`config.mk`:
```
export PLATFORM = sky130hd
export DESIGN_NAME = lfmc_queue
export DESIGN_NICKNAME = d
export VERILOG_FILES = /design/src/hdl/lfmc_pkg.sv /design/src/hdl/lfmc_queue.sv
export SDC_FILE = /design/constraint.sdc
export NUM_CORES = 1
export LEC_CHECK = 0
export ABC_CLOCK_PERIOD_IN_PS = 9800
export BUFFER_PORTS_ARGS = -buffer_cell sky130_fd_sc_hd__clkbuf_2
export CAP_MARGIN = 40
export CORE_MARGIN = 5
export CORE_UTILIZATION = 61
export DETAILED_ROUTE_END_ITERATION = 12
export PLACE_DENSITY = 0.88
export RECOVER_POWER = 50
export SYNTH_ARGS = -nofsm -noshare
export SYNTH_HDL_FRONTEND = slang
export SYNTH_SLANG_ARGS = --single-unit
export TNS_END_PERCENT = 1
```
`constraint.sdc`:
```
create_clock -name clock -period 9.8 [get_ports clock]
set_input_delay 1.96 -clock clock [delete_from_list [all_inputs] [get_ports clock]]
set_output_delay 1.96 -clock clock [all_outputs]
set_load 0.01 [all_outputs]
```
`src/hdl/lfmc_pkg.sv`:
```
// ----------------------------------------------------------------------------
// lfmc_pkg
// shared types, constants and aes helper functions for the frame mic engine
// ----------------------------------------------------------------------------
package lfmc_pkg;

   localparam int QueueDepth = 4;
   localparam int QueuePtrW  = $clog2(QueueDepth);
   localparam logic [7:0] B0Tag   = 8'h49;
   localparam logic [7:0] PadByte = 8'h80;
   localparam logic [7:0] RbConst = 8'h87;
   localparam logic [7:0] BlockBytes = 8'd16;

   typedef enum logic [1:0] {
      OP_START = 2'd0,
      OP_BLOCK = 2'd1,
      OP_FINAL = 2'd2
   } op_kind_type;

   typedef struct packed {
      op_kind_type  kind;
      logic [127:0] blk;
      logic         zero_len;
      logic         use_k2;
   } op_type;

   typedef enum logic {
      REQ_START = 1'b0,
      REQ_DATA  = 1'b1
   } req_kind_type;

   function automatic logic [7:0] sbox(input logic [7:0] a);
      logic [7:0] r;
      case (a)
         8'h00: r=8'h63; 8'h01: r=8'h7c; 8'h02: r=8'h77; 8'h03: r=8'h7b;
         8'h04: r=8'hf2; 8'h05: r=8'h6b; 8'h06: r=8'h6f; 8'h07: r=8'hc5;
         8'h08: r=8'h30; 8'h09: r=8'h01; 8'h0a: r=8'h67; 8'h0b: r=8'h2b;
         8'h0c: r=8'hfe; 8'h0d: r=8'hd7; 8'h0e: r=8'hab; 8'h0f: r=8'h76;
         8'h10: r=8'hca; 8'h11: r=8'h82; 8'h12: r=8'hc9; 8'h13: r=8'h7d;
         8'h14: r=8'hfa; 8'h15: r=8'h59; 8'h16: r=8'h47; 8'h17: r=8'hf0;
         8'h18: r=8'had; 8'h19: r=8'hd4; 8'h1a: r=8'ha2; 8'h1b: r=8'haf;
         8'h1c: r=8'h9c; 8'h1d: r=8'ha4; 8'h1e: r=8'h72; 8'h1f: r=8'hc0;
         8'h20: r=8'hb7; 8'h21: r=8'hfd; 8'h22: r=8'h93; 8'h23: r=8'h26;
         8'h24: r=8'h36; 8'h25: r=8'h3f; 8'h26: r=8'hf7; 8'h27: r=8'hcc;
         8'h28: r=8'h34; 8'h29: r=8'ha5; 8'h2a: r=8'he5; 8'h2b: r=8'hf1;
         8'h2c: r=8'h71; 8'h2d: r=8'hd8; 8'h2e: r=8'h31; 8'h2f: r=8'h15;
         8'h30: r=8'h04; 8'h31: r=8'hc7; 8'h32: r=8'h23; 8'h33: r=8'hc3;
         8'h34: r=8'h18; 8'h35: r=8'h96; 8'h36: r=8'h05; 8'h37: r=8'h9a;
         8'h38: r=8'h07; 8'h39: r=8'h12; 8'h3a: r=8'h80; 8'h3b: r=8'he2;
         8'h3c: r=8'heb; 8'h3d: r=8'h27; 8'h3e: r=8'hb2; 8'h3f: r=8'h75;
         8'h40: r=8'h09; 8'h41: r=8'h83; 8'h42: r=8'h2c; 8'h43: r=8'h1a;
         8'h44: r=8'h1b; 8'h45: r=8'h6e; 8'h46: r=8'h5a; 8'h47: r=8'ha0;
         8'h48: r=8'h52; 8'h49: r=8'h3b; 8'h4a: r=8'hd6; 8'h4b: r=8'hb3;
         8'h4c: r=8'h29; 8'h4d: r=8'he3; 8'h4e: r=8'h2f; 8'h4f: r=8'h84;
         8'h50: r=8'h53; 8'h51: r=8'hd1; 8'h52: r=8'h00; 8'h53: r=8'hed;
         8'h54: r=8'h20; 8'h55: r=8'hfc; 8'h56: r=8'hb1; 8'h57: r=8'h5b;
         8'h58: r=8'h6a; 8'h59: r=8'hcb; 8'h5a: r=8'hbe; 8'h5b: r=8'h39;
         8'h5c: r=8'h4a; 8'h5d: r=8'h4c; 8'h5e: r=8'h58; 8'h5f: r=8'hcf;
         8'h60: r=8'hd0; 8'h61: r=8'hef; 8'h62: r=8'haa; 8'h63: r=8'hfb;
         8'h64: r=8'h43; 8'h65: r=8'h4d; 8'h66: r=8'h33; 8'h67: r=8'h85;
         8'h68: r=8'h45; 8'h69: r=8'hf9; 8'h6a: r=8'h02; 8'h6b: r=8'h7f;
         8'h6c: r=8'h50; 8'h6d: r=8'h3c; 8'h6e: r=8'h9f; 8'h6f: r=8'ha8;
         8'h70: r=8'h51; 8'h71: r=8'ha3; 8'h72: r=8'h40; 8'h73: r=8'h8f;
         8'h74: r=8'h92; 8'h75: r=8'h9d; 8'h76: r=8'h38; 8'h77: r=8'hf5;
         8'h78: r=8'hbc; 8'h79: r=8'hb6; 8'h7a: r=8'hda; 8'h7b: r=8'h21;
         8'h7c: r=8'h10; 8'h7d: r=8'hff; 8'h7e: r=8'hf3; 8'h7f: r=8'hd2;
         8'h80: r=8'hcd; 8'h81: r=8'h0c; 8'h82: r=8'h13; 8'h83: r=8'hec;
         8'h84: r=8'h5f; 8'h85: r=8'h97; 8'h86: r=8'h44; 8'h87: r=8'h17;
         8'h88: r=8'hc4; 8'h89: r=8'ha7; 8'h8a: r=8'h7e; 8'h8b: r=8'h3d;
         8'h8c: r=8'h64; 8'h8d: r=8'h5d; 8'h8e: r=8'h19; 8'h8f: r=8'h73;
         8'h90: r=8'h60; 8'h91: r=8'h81; 8'h92: r=8'h4f; 8'h93: r=8'hdc;
         8'h94: r=8'h22; 8'h95: r=8'h2a; 8'h96: r=8'h90; 8'h97: r=8'h88;
         8'h98: r=8'h46; 8'h99: r=8'hee; 8'h9a: r=8'hb8; 8'h9b: r=8'h14;
         8'h9c: r=8'hde; 8'h9d: r=8'h5e; 8'h9e: r=8'h0b; 8'h9f: r=8'hdb;
         8'ha0: r=8'he0; 8'ha1: r=8'h32; 8'ha2: r=8'h3a; 8'ha3: r=8'h0a;
         8'ha4: r=8'h49; 8'ha5: r=8'h06; 8'ha6: r=8'h24; 8'ha7: r=8'h5c;
         8'ha8: r=8'hc2; 8'ha9: r=8'hd3; 8'haa: r=8'hac; 8'hab: r=8'h62;
         8'hac: r=8'h91; 8'had: r=8'h95; 8'hae: r=8'he4; 8'haf: r=8'h79;
         8'hb0: r=8'he7; 8'hb1: r=8'hc8; 8'hb2: r=8'h37; 8'hb3: r=8'h6d;
         8'hb4: r=8'h8d; 8'hb5: r=8'hd5; 8'hb6: r=8'h4e; 8'hb7: r=8'ha9;
         8'hb8: r=8'h6c; 8'hb9: r=8'h56; 8'hba: r=8'hf4; 8'hbb: r=8'hea;
         8'hbc: r=8'h65; 8'hbd: r=8'h7a; 8'hbe: r=8'hae; 8'hbf: r=8'h08;
         8'hc0: r=8'hba; 8'hc1: r=8'h78; 8'hc2: r=8'h25; 8'hc3: r=8'h2e;
         8'hc4: r=8'h1c; 8'hc5: r=8'ha6; 8'hc6: r=8'hb4; 8'hc7: r=8'hc6;
         8'hc8: r=8'he8; 8'hc9: r=8'hdd; 8'hca: r=8'h74; 8'hcb: r=8'h1f;
         8'hcc: r=8'h4b; 8'hcd: r=8'hbd; 8'hce: r=8'h8b; 8'hcf: r=8'h8a;
         8'hd0: r=8'h70; 8'hd1: r=8'h3e; 8'hd2: r=8'hb5; 8'hd3: r=8'h66;
         8'hd4: r=8'h48; 8'hd5: r=8'h03; 8'hd6: r=8'hf6; 8'hd7: r=8'h0e;
         8'hd8: r=8'h61; 8'hd9: r=8'h35; 8'hda: r=8'h57; 8'hdb: r=8'hb9;
         8'hdc: r=8'h86; 8'hdd: r=8'hc1; 8'hde: r=8'h1d; 8'hdf: r=8'h9e;
         8'he0: r=8'he1; 8'he1: r=8'hf8; 8'he2: r=8'h98; 8'he3: r=8'h11;
         8'he4: r=8'h69; 8'he5: r=8'hd9; 8'he6: r=8'h8e; 8'he7: r=8'h94;
         8'he8: r=8'h9b; 8'he9: r=8'h1e; 8'hea: r=8'h87; 8'heb: r=8'he9;
         8'hec: r=8'hce; 8'hed: r=8'h55; 8'hee: r=8'h28; 8'hef: r=8'hdf;
         8'hf0: r=8'h8c; 8'hf1: r=8'ha1; 8'hf2: r=8'h89; 8'hf3: r=8'h0d;
         8'hf4: r=8'hbf; 8'hf5: r=8'he6; 8'hf6: r=8'h42; 8'hf7: r=8'h68;
         8'hf8: r=8'h41; 8'hf9: r=8'h99; 8'hfa: r=8'h2d; 8'hfb: r=8'h0f;
         8'hfc: r=8'hb0; 8'hfd: r=8'h54; 8'hfe: r=8'hbb; 8'hff: r=8'h16;
         default: r = 8'h00;
      endcase
      return r;
   endfunction

   function automatic logic [7:0] xtime(input logic [7:0] a);
      return {a[6:0], 1'b0} ^ (a[7] ? 8'h1b : 8'h00);
   endfunction

   // byte i of a block sits at bits 127-8i downto 120-8i
   function automatic logic [127:0] aes_round(input logic [127:0] s,
                                              input logic last);
      logic [7:0] t [16];
      logic [7:0] a0, a1, a2, a3, all;
      logic [127:0] r;
      for (int c = 0; c < 4; c++) begin
         for (int rw = 0; rw < 4; rw++) begin
            t[rw + 4*c] = sbox(s[127 - 8*(rw + 4*((c + rw) % 4)) -: 8]);
         end
      end
      if (!last) begin
         for (int c = 0; c < 4; c++) begin
            a0 = t[4*c]; a1 = t[4*c+1]; a2 = t[4*c+2]; a3 = t[4*c+3];
            all = a0 ^ a1 ^ a2 ^ a3;
            t[4*c]   = a0 ^ all ^ xtime(a0 ^ a1);
            t[4*c+1] = a1 ^ all ^ xtime(a1 ^ a2);
            t[4*c+2] = a2 ^ all ^ xtime(a2 ^ a3);
            t[4*c+3] = a3 ^ all ^ xtime(a3 ^ a0);
         end
      end
      for (int i = 0; i < 16; i++) begin
         r[127 - 8*i -: 8] = t[i];
      end
      return r;
   endfunction

   function automatic logic [127:0] next_round_key(input logic [127:0] k,
                                                   input logic [7:0] rcon);
      logic [7:0] b [16];
      logic [127:0] r;
      for (int i = 0; i < 16; i++) begin
         b[i] = k[127 - 8*i -: 8];
      end
      b[0] = b[0] ^ sbox(b[13]) ^ rcon;
      b[1] = b[1] ^ sbox(b[14]);
      b[2] = b[2] ^ sbox(b[15]);
      b[3] = b[3] ^ sbox(b[12]);
      for (int i = 4; i < 16; i++) begin
         b[i] = b[i] ^ b[i-4];
      end
      for (int i = 0; i < 16; i++) begin
         r[127 - 8*i -: 8] = b[i];
      end
      return r;
   endfunction

   function automatic logic [127:0] gf_double(input logic [127:0] v);
      return {v[126:0], 1'b0} ^ {120'd0, (v[127] ? RbConst : 8'h00)};
   endfunction

endpackage

```
`src/hdl/lfmc_queue.sv`:
```
// ----------------------------------------------------------------------------
// lfmc_queue
// short op queue between the front and the back
// ----------------------------------------------------------------------------
module lfmc_queue import lfmc_pkg::*; (
   input  logic   clock,
   input  logic   reset,
   input  logic   push,
   input  op_type push_op,
   input  logic   pop,
   output op_type head,
   output logic   full,
   output logic   empty
);

   op_type                entry_ff [QueueDepth];
   logic [QueuePtrW-1:0]  wr_ptr_ff, rd_ptr_ff;
   logic [QueuePtrW:0]    count_ff;

   assign full  = (count_ff == (QueuePtrW+1)'(QueueDepth));
   assign empty = (count_ff == '0);
   assign head  = entry_ff[rd_ptr_ff];

   always_ff @(posedge clock) begin
      if (reset) begin
         wr_ptr_ff <= '0;
         rd_ptr_ff <= '0;
         count_ff  <= '0;
      end else begin
         if (push) wr_ptr_ff <= wr_ptr_ff + 1'b1;
         if (pop)  rd_ptr_ff <= rd_ptr_ff + 1'b1;
         count_ff <= count_ff + (QueuePtrW+1)'(push) - (QueuePtrW+1)'(pop);
      end
      if (push) entry_ff[wr_ptr_ff] <= push_op;
   end

   a_no_overflow: assert property (@(posedge clock) disable iff (reset)
      push |-> !full || pop) else $error("op queue overflow");
   a_no_underflow: assert property (@(posedge clock) disable iff (reset)
      pop |-> !empty) else $error("op queue underflow");
   a_count_step: assert property (@(posedge clock) disable iff (reset)
      push && !pop |=> count_ff == $past(count_ff) + 1'b1) else $error("count slip");

endmodule

```
== Word level (Yosys, flattened, before mapping) ==
Memories as Yosys holds them, arrays and structs flattened. A register that Yosys moved wholly into a read port is not among the register bits.
Index checks and enable logic that the tools add are counted.
Storage, ports and cells
  memory bits (writable): 528
  register bits after elaboration: 7
  memories: 1
Operators by class
  $add $sub $neg: 4
  reductions and logical operators: 1
  equality and inequality tests: 1
  muxes and demuxes: 4
Memory list
  entry_ff: depth 4, bits a word 132, read ports 1, clocked after Yosys merged registers in 1, write ports 1, line lfmc_queue.sv:16  | op_type entry_ff [QueueDepth];
Operator list (count)
  adder 2 x 1 -> 2 bit, second input constant: 2
  two-way mux 2 bit: 2
  adder 3 x 1 -> 3 bit: 1
  == test 3 bit, second input constant: 1
  zero test 3 bit: 1
  subtractor 3 x 1 -> 3 bit: 1
  two-way mux 1 bit: 2

== Longest topological paths before layout ==
  depth after elaboration: 3
  gate-level depth with buffers: 7

== Worst setup path after synthesis ==
No wires, ideal clock.
  path type: input to register
  from: input port push
  to: memory entry_ff[0][0] (netlist name), enable pin
  slack: 4312 ps
  stages: 1
  data required time: 9294 ps
  path buffers: 0
  arrival time: 4982 ps
  path through: and2_1
Between the ends
  longest elaborated chain between the ends: 2
RTL lines
  start: declaration: line lfmc_queue.sv:8  | input logic push,
  two-way mux 1 bit: line lfmc_queue.sv:34  | if (push) entry_ff[wr_ptr_ff] <= push_op;
  two-way mux 1 bit (implied by the code): line lfmc_queue.sv:34
  end: declaration: line lfmc_queue.sv:16
No other way between the ends.

==> impl_results.md <==
* DR DRC count at 0
* Initial DRT Pass Iterations at 5
* Crit path launch type: flip-flop
* Die area at 35600 um^2
* Min-Delay Path Class: reg -> reg
* Initial core utilization at 0.6171
* Max_cap viols at 4
* Antenna Nets Post-Route at 0
* # setup viols final at 0
* Height of the die at 188.7 um
* CTS tree: yes
* Layout cell share with drive strength beyond 1 at 0.3256
* Failing checks: max-capacitance violations, max-slew violations
* Worst ir drop on vdd at between 0.15 and 0.2 mV
* Cell Area, Synth at 19470 um^2
* Syn Inst Count at ~730
* Routed WL at about 37 mm
* Vias in the first global route at 9361
* Initial antenna violation count at 2
* Root Driver: clkbuf_16
* Synth top area share at 0.8142
* Pwr Total at between 4 and 5 mW
* DR iter-0 viols at just under 700
* Syn Nets at around 880
* Worst endpoint required time at 7.84 ns
* CP arrival at 2.98 ns
* Final Hold Fails at 0
* Worst skew pair latency at around 0.53 ns
* Worst-case clock buffer depth at 3
* Die width at 188.7 um
* RSZ-0062 raised after global routing: no
* H-tree depth reported by CTS at 2
* Crit-path slowest cell: dfxtp_4
* Worst reg-to-reg setup slack at approximately 6.4 ns
* Ys Warns at 0
* Min Hold Slack at 0.5311 ns
* Wire length per cell at between 20 and 30 um
* Critical path type: reg -> out
* Synth unique cells at 20
* Max incr delay on CP at 0.90 ns
* Most common cell after layout, fill and taps aside: edfxtp_1
* Crit path time final at 4.941 ns
* Clock buffer count from CTS at 51
* Critical-path maximum fanout at 58
* Leading area contributor after synthesis: edfxtp_1
* Setup crit end kind: primary output
* Post-Syn Area per Cell at between 20 and 30 um^2
* Period utilization at 0.5042
* Clock Pin Slew Worst Setup and Hold Paths at 0.05 ns
* Fmax at a little over 0.2 GHz
* Most frequent cells in the layout: edfxtp_1 (528), clkbuf_1 (145), clkbuf_2 (135), mux4_2 (132), clkbuf_16 (51)
* Clock skew at 0.01156 ns
* Total GRT Usage at 0.2124
* Total gr overflow at 0
* Port-buffer cells at 269
* I/O pin total at 270
* Hold Path Origin: rd_ptr_ff[1]
* Cell Chain, Critical Path: buf_4, buf_12, mux4_2, clkbuf_2
* Worst path bufs/invs at 3
* DP HPWL at 22.74 mm
* Status: complete, but fails checks
* Setup TNS at 0 ns
* Sequential share of the synthesized area at 0.8234
* Pleak at ~7.4 nW
* Post-CTS Hold Fix Bufs at 0
* Worst slew pin tran at ~1.9 ns
* Global-route wire length before repair at ~57 mm
* P&R area growth vs syn at 17.06%
* Delay-heaviest family, CP: buffers and inverters
* RePlAce Congestion at 0.7345
* Via/cell ratio at 5.944
* Relative slew slack at -0.2704
* Number of rows created at floorplan at 65
* Yosys reg bits at 537
* Post-CTS setup buffers at 0
* Nets at roughly 1200
* Largest net degree at the start of global routing at 59
* Critical R2R Launch: wr_ptr_ff[1]
* CTS resizes at 0
* Vias at about 9000
* Final slew viol count at a little over 90
* Power per cell area at 217.9 nW/um^2
* Largest cells by area after synthesis: edfxtp_1 (81%), mux4_2 (15%), dfxtp_1 (0.93%)
* Core Box Area at 31560 um^2
* Clock Sink Count at 537
[sequential cells by signal (all words and copies together) (netlist names), named ones only]
register	flops
count_ff	3
rd_ptr_ff	2
wr_ptr_ff	2
entry_ff	528
[final timing paths]
kind,end,cells past startpoint
max,head[104],4
min,flip-flop,2
max reg2reg,entry_ff[1][70],6
min reg2reg,flip-flop,2
[routing by layer]
metal  up-vias  part of all wire  routed length [um]  global-route usage
met5         -           0.00051                  19                   0
met4         4             0.016                 595             0.04512
met3        43             0.089                3317             0.06354
met2       382              0.51               19130              0.3474
met1      4598              0.38               14300              0.2926
li1       3776                 -                   -                   -
[power by group]
group / leakage [nW] / switching [mW] / internal (mW)
clock: 0.750 / 0.763 / 1.05
combinational: 1.71 / 0.255 / 0.213
sequential: 4.93 / 0.0395 / 2.64
total: 7.39 / 1.06 / 3.91
[worst register-to-register path, cell delays in order (launching register included)]
cell,delay [ns]
dfxtp_1,0.34
inv_1,0.09
ha_1,0.13
and2_0,1.41
buf_16,0.34
buf_4,0.50
buf_12,0.29
[cell families (layout without fill, tap and decap cells)]
group | Yosys count | after routing | synth area share
flip-flops | 537 | 537 | 0.8234
multiplexers | 133 | 133 | 0.1532
buffers and inverters | 36 | 382 | 0.01176
AND/OR/NAND/NOR | 14 | 14 | 0.003855
adder cells (fa/ha/maj) | 7 | 7 | 0.004883
XOR/XNOR | 3 | 3 | 0.002120
AO/OA/AOI/OAI | 2 | 2 | 0.0007708
other | 0 | 1 | 0
[cell type report]
class                   instances  area (um^2)
diodes                          1        2.502
clock buffers                  62         1318
clock inverters                27        226.5
fillers                      1815         8760
inverters                       6        22.52
multi-input cells             159         3209
flip-flops and latches        537        16040
well taps                     402        503.0
repair buffers                287         1471
[cells in the mapped netlist]
cell      number
edfxtp_1     528
mux4_2       132
buf_2         15
buf_6         10
dfxtp_1        9
ha_1           6
inv_1          6
clkbuf_1       5
nor2_1         5
and2_1         4
nor2b_1        2
xnor2_1        2
a21bo_2        1
a21oi_1        1
and3_1         1
fa_1           1
mux2i_1        1
nand3b_1       1
nor3_1         1
xor3_1         1
[through the flow]
stage / setup WS, ns / util / instances / cell area (um^2)
floorplan: 4.312 / - / 732 / 19470
global placement: 5.063 / 0.6719 / 1382 / 21200
detailed placement: 5.342 / 0.6790 / 1391 / 21430
CTS: 4.757 / 0.7280 / 1480 / 22970
global route: 4.624 / 0.7223 / 1480 / 22790
finish: 4.859 / 0.7224 / 1481 / 22800
(Power assumes the default switching activity.)
