## config.mk

```make
export PLATFORM = sky130hd
export DESIGN_NAME = lfmc_front
export DESIGN_NICKNAME = d
export VERILOG_FILES = /design/src/hdl/lfmc_pkg.sv /design/src/hdl/lfmc_front.sv
export SDC_FILE = /design/constraint.sdc
export NUM_CORES = 1
export LEC_CHECK = 0
export BUFFER_PORTS_ARGS = -buffer_cell sky130_fd_sc_hd__buf_2
export CORE_ASPECT_RATIO = 1.75
export CORE_UTILIZATION = 35
export CTS_CLUSTER_SIZE = 24
export DETAILED_ROUTE_END_ITERATION = 10
export PLACE_DENSITY = 0.59
export SYNTH_ARGS = -nofsm -noshare
export SYNTH_HDL_FRONTEND = slang
export SYNTH_SLANG_ARGS = --single-unit
export TNS_END_PERCENT = 1
```

## constraint.sdc

```tcl
create_clock -name clock -period 5 [get_ports clock]
set_clock_uncertainty 0.15 [all_clocks]
set_input_delay 0.25 -clock clock [delete_from_list [all_inputs] [get_ports clock]]
set_output_delay 0.25 -clock clock [all_outputs]
set_load 0.01 [all_outputs]
```

## src/hdl/lfmc_pkg.sv

```systemverilog
// ----------------------------------------------------------------------------
// lfmc_pkg
// shared types, constants and aes helper functions for the frame mic engine
// ----------------------------------------------------------------------------
package lfmc_pkg;

   localparam int QueueDepth = 4;
   localparam int QueuePtrW  = $clog2(QueueDepth);
   localparam logic [7:0] B0Tag   = 8'h49;
   localparam logic [7:0] PadByte = 8'h80;
   localparam logic [7:0] RbConst = 8'h87;
   localparam logic [7:0] BlockBytes = 8'd16;

   typedef enum logic [1:0] {
      OP_START = 2'd0,
      OP_BLOCK = 2'd1,
      OP_FINAL = 2'd2
   } op_kind_type;

   typedef struct packed {
      op_kind_type  kind;
      logic [127:0] blk;
      logic         zero_len;
      logic         use_k2;
   } op_type;

   typedef enum logic {
      REQ_START = 1'b0,
      REQ_DATA  = 1'b1
   } req_kind_type;

   function automatic logic [7:0] sbox(input logic [7:0] a);
      logic [7:0] r;
      case (a)
         8'h00: r=8'h63; 8'h01: r=8'h7c; 8'h02: r=8'h77; 8'h03: r=8'h7b;
         8'h04: r=8'hf2; 8'h05: r=8'h6b; 8'h06: r=8'h6f; 8'h07: r=8'hc5;
         8'h08: r=8'h30; 8'h09: r=8'h01; 8'h0a: r=8'h67; 8'h0b: r=8'h2b;
         8'h0c: r=8'hfe; 8'h0d: r=8'hd7; 8'h0e: r=8'hab; 8'h0f: r=8'h76;
         8'h10: r=8'hca; 8'h11: r=8'h82; 8'h12: r=8'hc9; 8'h13: r=8'h7d;
         8'h14: r=8'hfa; 8'h15: r=8'h59; 8'h16: r=8'h47; 8'h17: r=8'hf0;
         8'h18: r=8'had; 8'h19: r=8'hd4; 8'h1a: r=8'ha2; 8'h1b: r=8'haf;
         8'h1c: r=8'h9c; 8'h1d: r=8'ha4; 8'h1e: r=8'h72; 8'h1f: r=8'hc0;
         8'h20: r=8'hb7; 8'h21: r=8'hfd; 8'h22: r=8'h93; 8'h23: r=8'h26;
         8'h24: r=8'h36; 8'h25: r=8'h3f; 8'h26: r=8'hf7; 8'h27: r=8'hcc;
         8'h28: r=8'h34; 8'h29: r=8'ha5; 8'h2a: r=8'he5; 8'h2b: r=8'hf1;
         8'h2c: r=8'h71; 8'h2d: r=8'hd8; 8'h2e: r=8'h31; 8'h2f: r=8'h15;
         8'h30: r=8'h04; 8'h31: r=8'hc7; 8'h32: r=8'h23; 8'h33: r=8'hc3;
         8'h34: r=8'h18; 8'h35: r=8'h96; 8'h36: r=8'h05; 8'h37: r=8'h9a;
         8'h38: r=8'h07; 8'h39: r=8'h12; 8'h3a: r=8'h80; 8'h3b: r=8'he2;
         8'h3c: r=8'heb; 8'h3d: r=8'h27; 8'h3e: r=8'hb2; 8'h3f: r=8'h75;
         8'h40: r=8'h09; 8'h41: r=8'h83; 8'h42: r=8'h2c; 8'h43: r=8'h1a;
         8'h44: r=8'h1b; 8'h45: r=8'h6e; 8'h46: r=8'h5a; 8'h47: r=8'ha0;
         8'h48: r=8'h52; 8'h49: r=8'h3b; 8'h4a: r=8'hd6; 8'h4b: r=8'hb3;
         8'h4c: r=8'h29; 8'h4d: r=8'he3; 8'h4e: r=8'h2f; 8'h4f: r=8'h84;
         8'h50: r=8'h53; 8'h51: r=8'hd1; 8'h52: r=8'h00; 8'h53: r=8'hed;
         8'h54: r=8'h20; 8'h55: r=8'hfc; 8'h56: r=8'hb1; 8'h57: r=8'h5b;
         8'h58: r=8'h6a; 8'h59: r=8'hcb; 8'h5a: r=8'hbe; 8'h5b: r=8'h39;
         8'h5c: r=8'h4a; 8'h5d: r=8'h4c; 8'h5e: r=8'h58; 8'h5f: r=8'hcf;
         8'h60: r=8'hd0; 8'h61: r=8'hef; 8'h62: r=8'haa; 8'h63: r=8'hfb;
         8'h64: r=8'h43; 8'h65: r=8'h4d; 8'h66: r=8'h33; 8'h67: r=8'h85;
         8'h68: r=8'h45; 8'h69: r=8'hf9; 8'h6a: r=8'h02; 8'h6b: r=8'h7f;
         8'h6c: r=8'h50; 8'h6d: r=8'h3c; 8'h6e: r=8'h9f; 8'h6f: r=8'ha8;
         8'h70: r=8'h51; 8'h71: r=8'ha3; 8'h72: r=8'h40; 8'h73: r=8'h8f;
         8'h74: r=8'h92; 8'h75: r=8'h9d; 8'h76: r=8'h38; 8'h77: r=8'hf5;
         8'h78: r=8'hbc; 8'h79: r=8'hb6; 8'h7a: r=8'hda; 8'h7b: r=8'h21;
         8'h7c: r=8'h10; 8'h7d: r=8'hff; 8'h7e: r=8'hf3; 8'h7f: r=8'hd2;
         8'h80: r=8'hcd; 8'h81: r=8'h0c; 8'h82: r=8'h13; 8'h83: r=8'hec;
         8'h84: r=8'h5f; 8'h85: r=8'h97; 8'h86: r=8'h44; 8'h87: r=8'h17;
         8'h88: r=8'hc4; 8'h89: r=8'ha7; 8'h8a: r=8'h7e; 8'h8b: r=8'h3d;
         8'h8c: r=8'h64; 8'h8d: r=8'h5d; 8'h8e: r=8'h19; 8'h8f: r=8'h73;
         8'h90: r=8'h60; 8'h91: r=8'h81; 8'h92: r=8'h4f; 8'h93: r=8'hdc;
         8'h94: r=8'h22; 8'h95: r=8'h2a; 8'h96: r=8'h90; 8'h97: r=8'h88;
         8'h98: r=8'h46; 8'h99: r=8'hee; 8'h9a: r=8'hb8; 8'h9b: r=8'h14;
         8'h9c: r=8'hde; 8'h9d: r=8'h5e; 8'h9e: r=8'h0b; 8'h9f: r=8'hdb;
         8'ha0: r=8'he0; 8'ha1: r=8'h32; 8'ha2: r=8'h3a; 8'ha3: r=8'h0a;
         8'ha4: r=8'h49; 8'ha5: r=8'h06; 8'ha6: r=8'h24; 8'ha7: r=8'h5c;
         8'ha8: r=8'hc2; 8'ha9: r=8'hd3; 8'haa: r=8'hac; 8'hab: r=8'h62;
         8'hac: r=8'h91; 8'had: r=8'h95; 8'hae: r=8'he4; 8'haf: r=8'h79;
         8'hb0: r=8'he7; 8'hb1: r=8'hc8; 8'hb2: r=8'h37; 8'hb3: r=8'h6d;
         8'hb4: r=8'h8d; 8'hb5: r=8'hd5; 8'hb6: r=8'h4e; 8'hb7: r=8'ha9;
         8'hb8: r=8'h6c; 8'hb9: r=8'h56; 8'hba: r=8'hf4; 8'hbb: r=8'hea;
         8'hbc: r=8'h65; 8'hbd: r=8'h7a; 8'hbe: r=8'hae; 8'hbf: r=8'h08;
         8'hc0: r=8'hba; 8'hc1: r=8'h78; 8'hc2: r=8'h25; 8'hc3: r=8'h2e;
         8'hc4: r=8'h1c; 8'hc5: r=8'ha6; 8'hc6: r=8'hb4; 8'hc7: r=8'hc6;
         8'hc8: r=8'he8; 8'hc9: r=8'hdd; 8'hca: r=8'h74; 8'hcb: r=8'h1f;
         8'hcc: r=8'h4b; 8'hcd: r=8'hbd; 8'hce: r=8'h8b; 8'hcf: r=8'h8a;
         8'hd0: r=8'h70; 8'hd1: r=8'h3e; 8'hd2: r=8'hb5; 8'hd3: r=8'h66;
         8'hd4: r=8'h48; 8'hd5: r=8'h03; 8'hd6: r=8'hf6; 8'hd7: r=8'h0e;
         8'hd8: r=8'h61; 8'hd9: r=8'h35; 8'hda: r=8'h57; 8'hdb: r=8'hb9;
         8'hdc: r=8'h86; 8'hdd: r=8'hc1; 8'hde: r=8'h1d; 8'hdf: r=8'h9e;
         8'he0: r=8'he1; 8'he1: r=8'hf8; 8'he2: r=8'h98; 8'he3: r=8'h11;
         8'he4: r=8'h69; 8'he5: r=8'hd9; 8'he6: r=8'h8e; 8'he7: r=8'h94;
         8'he8: r=8'h9b; 8'he9: r=8'h1e; 8'hea: r=8'h87; 8'heb: r=8'he9;
         8'hec: r=8'hce; 8'hed: r=8'h55; 8'hee: r=8'h28; 8'hef: r=8'hdf;
         8'hf0: r=8'h8c; 8'hf1: r=8'ha1; 8'hf2: r=8'h89; 8'hf3: r=8'h0d;
         8'hf4: r=8'hbf; 8'hf5: r=8'he6; 8'hf6: r=8'h42; 8'hf7: r=8'h68;
         8'hf8: r=8'h41; 8'hf9: r=8'h99; 8'hfa: r=8'h2d; 8'hfb: r=8'h0f;
         8'hfc: r=8'hb0; 8'hfd: r=8'h54; 8'hfe: r=8'hbb; 8'hff: r=8'h16;
         default: r = 8'h00;
      endcase
      return r;
   endfunction

   function automatic logic [7:0] xtime(input logic [7:0] a);
      return {a[6:0], 1'b0} ^ (a[7] ? 8'h1b : 8'h00);
   endfunction

   // byte i of a block sits at bits 127-8i downto 120-8i
   function automatic logic [127:0] aes_round(input logic [127:0] s,
                                              input logic last);
      logic [7:0] t [16];
      logic [7:0] a0, a1, a2, a3, all;
      logic [127:0] r;
      for (int c = 0; c < 4; c++) begin
         for (int rw = 0; rw < 4; rw++) begin
            t[rw + 4*c] = sbox(s[127 - 8*(rw + 4*((c + rw) % 4)) -: 8]);
         end
      end
      if (!last) begin
         for (int c = 0; c < 4; c++) begin
            a0 = t[4*c]; a1 = t[4*c+1]; a2 = t[4*c+2]; a3 = t[4*c+3];
            all = a0 ^ a1 ^ a2 ^ a3;
            t[4*c]   = a0 ^ all ^ xtime(a0 ^ a1);
            t[4*c+1] = a1 ^ all ^ xtime(a1 ^ a2);
            t[4*c+2] = a2 ^ all ^ xtime(a2 ^ a3);
            t[4*c+3] = a3 ^ all ^ xtime(a3 ^ a0);
         end
      end
      for (int i = 0; i < 16; i++) begin
         r[127 - 8*i -: 8] = t[i];
      end
      return r;
   endfunction

   function automatic logic [127:0] next_round_key(input logic [127:0] k,
                                                   input logic [7:0] rcon);
      logic [7:0] b [16];
      logic [127:0] r;
      for (int i = 0; i < 16; i++) begin
         b[i] = k[127 - 8*i -: 8];
      end
      b[0] = b[0] ^ sbox(b[13]) ^ rcon;
      b[1] = b[1] ^ sbox(b[14]);
      b[2] = b[2] ^ sbox(b[15]);
      b[3] = b[3] ^ sbox(b[12]);
      for (int i = 4; i < 16; i++) begin
         b[i] = b[i] ^ b[i-4];
      end
      for (int i = 0; i < 16; i++) begin
         r[127 - 8*i -: 8] = b[i];
      end
      return r;
   endfunction

   function automatic logic [127:0] gf_double(input logic [127:0] v);
      return {v[126:0], 1'b0} ^ {120'd0, (v[127] ? RbConst : 8'h00)};
   endfunction

endpackage

```

## src/hdl/lfmc_front.sv

```systemverilog
// ----------------------------------------------------------------------------
// lfmc_front
// accepts request transactions, builds b0 and 16-byte blocks, issues ops
// ----------------------------------------------------------------------------
module lfmc_front import lfmc_pkg::*; (
   input  logic         clock,
   input  logic         reset,
   input  logic         accept,
   input  logic         req_type,
   input  logic         direction,
   input  logic [31:0]  dev_addr,
   input  logic [15:0]  frame_counter,
   input  logic [7:0]   msg_length,
   input  logic [7:0]   data_byte,
   output logic         op_push,
   output op_type       op
);

   logic         busy_ff, busy_in;
   logic [7:0]   remain_ff, remain_in;
   logic [4:0]   count_ff, count_in;
   logic [127:0] buf_ff, buf_in;
   logic [127:0] b0;
   logic [127:0] padded;
   logic [4:0]   count_inc;
   logic [7:0]   remain_dec;

   always_comb begin
      b0 = {B0Tag, 32'd0, 7'd0, direction, dev_addr[31:24], dev_addr[23:16],
            dev_addr[15:8], dev_addr[7:0], frame_counter[7:0],
            frame_counter[15:8], 24'd0, msg_length};
      buf_in = buf_ff;
      buf_in[127 - 8*count_ff[3:0] -: 8] = data_byte;
      count_inc  = count_ff + 5'd1;
      remain_dec = remain_ff - 8'd1;
      for (int i = 0; i < 16; i++) begin
         if (5'(i) < count_inc) begin
            padded[127 - 8*i -: 8] = buf_in[127 - 8*i -: 8];
         end else if (5'(i) == count_inc) begin
            padded[127 - 8*i -: 8] = PadByte;
         end else begin
            padded[127 - 8*i -: 8] = 8'h00;
         end
      end
   end

   always_comb begin
      busy_in   = busy_ff;
      remain_in = remain_ff;
      count_in  = count_ff;
      op_push   = 1'b0;
      op.kind     = OP_BLOCK;
      op.blk      = buf_in;
      op.zero_len = 1'b0;
      op.use_k2   = 1'b0;
      if (accept) begin
         if (req_type == REQ_START) begin
            op_push     = 1'b1;
            op.kind     = OP_START;
            op.blk      = b0;
            op.zero_len = (msg_length == 8'd0);
            busy_in     = (msg_length != 8'd0);
            remain_in   = msg_length;
            count_in    = 5'd0;
         end else if (busy_ff) begin
            remain_in = remain_dec;
            count_in  = count_inc;
            if (remain_dec == 8'd0) begin
               op_push   = 1'b1;
               op.kind   = OP_FINAL;
               op.use_k2 = (count_inc != 5'(BlockBytes));
               op.blk    = op.use_k2 ? padded : buf_in;
               busy_in   = 1'b0;
               count_in  = 5'd0;
            end else if (count_inc == 5'(BlockBytes)) begin
               op_push  = 1'b1;
               op.kind  = OP_BLOCK;
               count_in = 5'd0;
            end
         end
      end
   end

   always_ff @(posedge clock) begin
      if (reset) begin
         busy_ff   <= 1'b0;
         remain_ff <= 8'd0;
         count_ff  <= 5'd0;
      end else begin
         busy_ff   <= busy_in;
         remain_ff <= remain_in;
         count_ff  <= count_in;
      end
      if (accept && req_type == REQ_DATA && busy_ff) begin
         buf_ff <= buf_in;
      end
   end

   a_count_range: assert property (@(posedge clock) disable iff (reset)
      count_ff < 5'(BlockBytes)) else $error("block byte count overflow");
   a_idle_clear: assert property (@(posedge clock) disable iff (reset)
      !busy_ff |-> count_ff == 5'd0) else $error("byte count left over when idle");
   a_final_ends: assert property (@(posedge clock) disable iff (reset)
      op_push && op.kind == OP_FINAL |=> !busy_ff) else $error("message still open");

endmodule

```

== Word-level counts from Yosys, hierarchy flattened ==
Index checks and enable logic that the tools add are counted.

* Bits in registers: 142
* Output and inout bits: 133
* Logic and storage cells: 108

* Add/sub/neg operators: 4
* Magnitude comparators: 16
* Eq/ne operators: 18
* Shifts and indexed selects: 2
* Muxes and demuxes: 57
* Reductions and logical operators: 7

{| class="wikitable"
|+ Operators with widths
! operator !! number
|-
| $mux W8 || 34
|-
| $mux W130 || 2
|-
| $mux W128 || 2
|-
| $shift A8 B34 Y135 const A || 1
|-
| $shiftx A8 B34 Y135 || 1
|-
| $mux W132 || 1
|-
| $bwmux W128 || 1
|-
| $eq A4 B5 Y1 const A || 8
|-
| $lt A4 B5 Y1 const A || 8
|-
| $neg A32 Y34 || 1
|-
| $eq A3 B5 Y1 const A || 4
|-
| $lt A3 B5 Y1 const A || 4
|-
| $mux W5 || 4
|-
| $logic_not A8 Y1 || 2
|-
| $mux W1 || 12
|-
| $eq A2 B5 Y1 const A || 2
|-
| $lt A1 B5 Y1 const A || 2
|-
| $lt A2 B5 Y1 const A || 2
|-
| $reduce_bool A8 Y1 || 1
|-
| $sub A7 B7 Y8 const A || 1
|-
| $sub A8 B1 Y8 const B || 1
|-
| $add A5 B1 Y5 const B || 1
|-
| $eq A1 B5 Y1 const A || 1
|-
| $eq A5 B5 Y1 const B || 1
|-
| other kinds (6) || 7
|}

== Depth between registers and ports, before layout ==
* Depth after elaboration: 10
* Gate-level depth with buffers: 10

== Least setup slack after synthesis ==
Ideal clock, no wire load.

* Path kind: input to output
* Start: in accept
* End: out op[9] in the netlist's numbering
* Arrival time: 4.339 ns
* Path slack: 0.261 ns
* Stages: 8
* Path buffers: 1
* Cells stage by stage: clkbuf_1 > clkinv_1 > nor2_1 > nand2_1 > inv_1 > nand2_1 > nor4_1 > a221o_1

{| class="wikitable"
|+ RTL lines
! element !! RTL line !! RTL
|-
| start: declaration || lfmc_front.sv:8 || <nowiki>input logic accept,</nowiki>
|-
| end: declaration || lfmc_front.sv:16 || <nowiki>output op_type op</nowiki>
|}

==> out/metrics.csv <==
metric,value,unit
number of port buffers,201,
half-perimeter wire length after placement,21.2,mm
Nets,1228,
root buffer cell,clkbuf_16,
critical path class,reg2out,
largest net degree at the start of global routing,54,
Synthesized Nets,1059,
"Reg clk slew, reported paths",0.07,ns
wire per inst,19.5,um
layout cells sized above 1,22.3,%
Synth Area in Simple Gates,21.4,%
final hold violations,0,
Place WS,1.15,ns
Synth Area in Compound Gates,21.1,%
worst skew pair latency,0.44,ns
worst-margin pin slew,1.10,ns
aggregate global routing overflow,0,
vias in the first global route,7331,
vias per std cell,5.33,
CP Buf/Inv Count,1,
Ports,202,
Fmax achieved,0.229,GHz
first-pass GRT wire length,42.4,mm
Die Width,119,um
n_diodes,0,
CTS Buf Count,17,
number of enable flip-flop cells after synthesis,128,
R2R Setup Slk,2.10,ns
"Slew Viols, Final",0,
Hold Crit Class,in2reg,
Core ar.,23500,um^2
Clock Path Buffers,2,
CTS tree,done,
RePlAce Congestion,0.943,
setup tns final,0,ns
Initial DRT Pass Iterations,4,
antenna violations before repair,0,
Crit-path slowest cell,dfxtp_1,
adder-cell share of the synthesized area,1.34,%
Mapped Area,8420,um^2
Main synth FF type,edfxtp_1,
Crit. End Element,primary output,
post-route antenna net violation count,0,
final wirelength,28.6,mm
sequential area share after synthesis,49.0,%
Worst Path Arrival,3.96,ns
xor/xnor share of the synthesized area,0.520,%
main combinational cell family by area after synthesis,simple AND/OR/NAND/NOR gates,
Setup-failing EPs final,0,
FILL cells,2447,
via count,7813,
Starting Density,35.8,%
"Hold-fix buffers, CTS",0,
Netlist cell types,62,
Max IR drop VDD,0.173,mV
Final min period,4.36,ns
Seq cells post-synth,142,
Gate Count Post-Synth,981,
CTS Sinks,142,
Post-CTS Setup Inserts,0,
mux cell area share after synthesis,0.773,%
die height,207,um
Post-CTS Resized,0,
Rows,74,
Startpoint Class,flip-flop,
Area Overhead vs Synth,21.7,%
slew margin rel.,26.1,%
GRT Overall Usage,22.9,%
area of the die,24700,um^2
asr flop ratio synth,0,%
Synth warnings,0,
Finished Core Util,43.6,%
RSZ-0062 raised after global routing,false,
Final Worst Setup Slack,0.637,ns
# Max-Cap Violations,0,
crit-path leading delay family,compound AO/OA/AOI/OAI gates,
pwr dens,291,nW/um^2
status,"complete, no violations",
H-tree depth,4,
Iteration-0 DRC Markers,401,
CP required,4.60,ns
DR DRC count,0,
final period utilization,87.3,%
Leak,0.00438,uW
CP Cell Sequence,"ha_1, ha_1, nand3_1, mux2i_1, a211oi_4, o21ai_0, a21oi_1, o21ai_0, buf_2",
top fanout value on the critical path,22,
average instance area after synthesis,8.58,um^2
CP max stage delay,0.60,ns
[power by group]
part / leakage, uW / switching [uW] / internal [uW]
Combinational: 0.00282 / 208 / 115
Clock: 0.000288 / 547 / 787
Sequential: 0.00127 / 12.7 / 1310
Total: 0.00438 / 768 / 2210
[cell usage in the layout, fill, tap and decap left out, types with 17 or more instances in the layout]
master and n:
nor2_1 45, buf_2 201, clkbuf_16 17, inv_1 65
o21ai_0 105, o21a_1 51, a21oi_1 51, edfxtp_1 128
nand4_1 24, nand3_1 17, nand2_1 269
[final cells by class]
type                       instances  area [um^2]  share of cell area (%)
inverter                          67          254                    2.48
sequential                       142         4120                    40.3
tap                              304          380                    3.71
clock buffer                      19          433                    4.23
clock inverter                    13          164                    1.60
timing repair buffer             211         1080                    10.6
multi-input combinational        711         3810                    37.2
[cell families (layout without fill, tap and decap cells)]
| kind of cell | after synthesis | in the layout |
|---|---|---|
| xor+xnor | 5 | 5 |
| fa+ha+maj | 9 | 9 |
| flops | 142 | 142 |
| mux | 6 | 6 |
| simple gates | 411 | 411 |
| compound gates | 280 | 280 |
| buf+inv | 128 | 310 |
[worst paths after layout]
path                start           end  cells after the start
min reg2reg  remain_ff[6]  remain_ff[6]                      2
max           count_ff[1]        op[43]                      9
min                 reset   count_ff[4]                      2
max reg2reg   count_ff[1]   count_ff[1]                      7
[cell usage after synthesis (all sizes together) (8+ instances only)]
cell type  number  area, um^2
o21a           51         383
clkbuf         53         205
dfxtp          14         280
nand2         270        1020
and2            8        50.1
a21boi          9        67.6
nor2           47         179
a22o           14         123
nor2b           8        50.1
ha              9         113
o21ai         109         549
inv            66         248
nand3          18        95.1
nand4          24         150
edfxtp        128        3840
buf             8        36.3
a21oi          52         264
[layer usage]
layer  global-route usage, %  wire (um)  share of wire [%]
met2                    41.2      14900                 52
met3                    3.00       1110                3.9
met1                    26.2      11500                 40
met4                    11.2       1080                3.8
met5                       0          0                  0
[registers in the layout, indices dropped and copies added, names as in the netlist]
name / flops
count_ff: 5
buf_ff: 128
busy_ff: 1
remain_ff: 8
[worst register-to-register path, delay by kind of cell (launching register included)]
family          cells  cell delay (ns)
mux                 1             0.36
simple gates        2             0.20
fa+ha+maj           2             0.98
compound gates      2             0.50
flops               1             0.60
[stage by stage]
| step | instances | instance area, um^2 | total power [uW] | hold WS [ns] |
|---|---|---|---|---|
| 3_5_place_dp | 1435 | 9650 | 1670 | 0.368 |
| 2_1_floorplan | 981 | 8420 | 1530 | 0.172 |
| 4_1_cts | 1467 | 10200 | 2990 | 0.0352 |
| 6_report | 1467 | 10200 | 2980 | 0.0470 |
| 5_1_grt | 1467 | 10200 | 3050 | 0.0465 |
| 3_3_place_gp | 1435 | 9650 | 1670 | 0.354 |
Note: power is estimated with default switching activity, not from simulation.
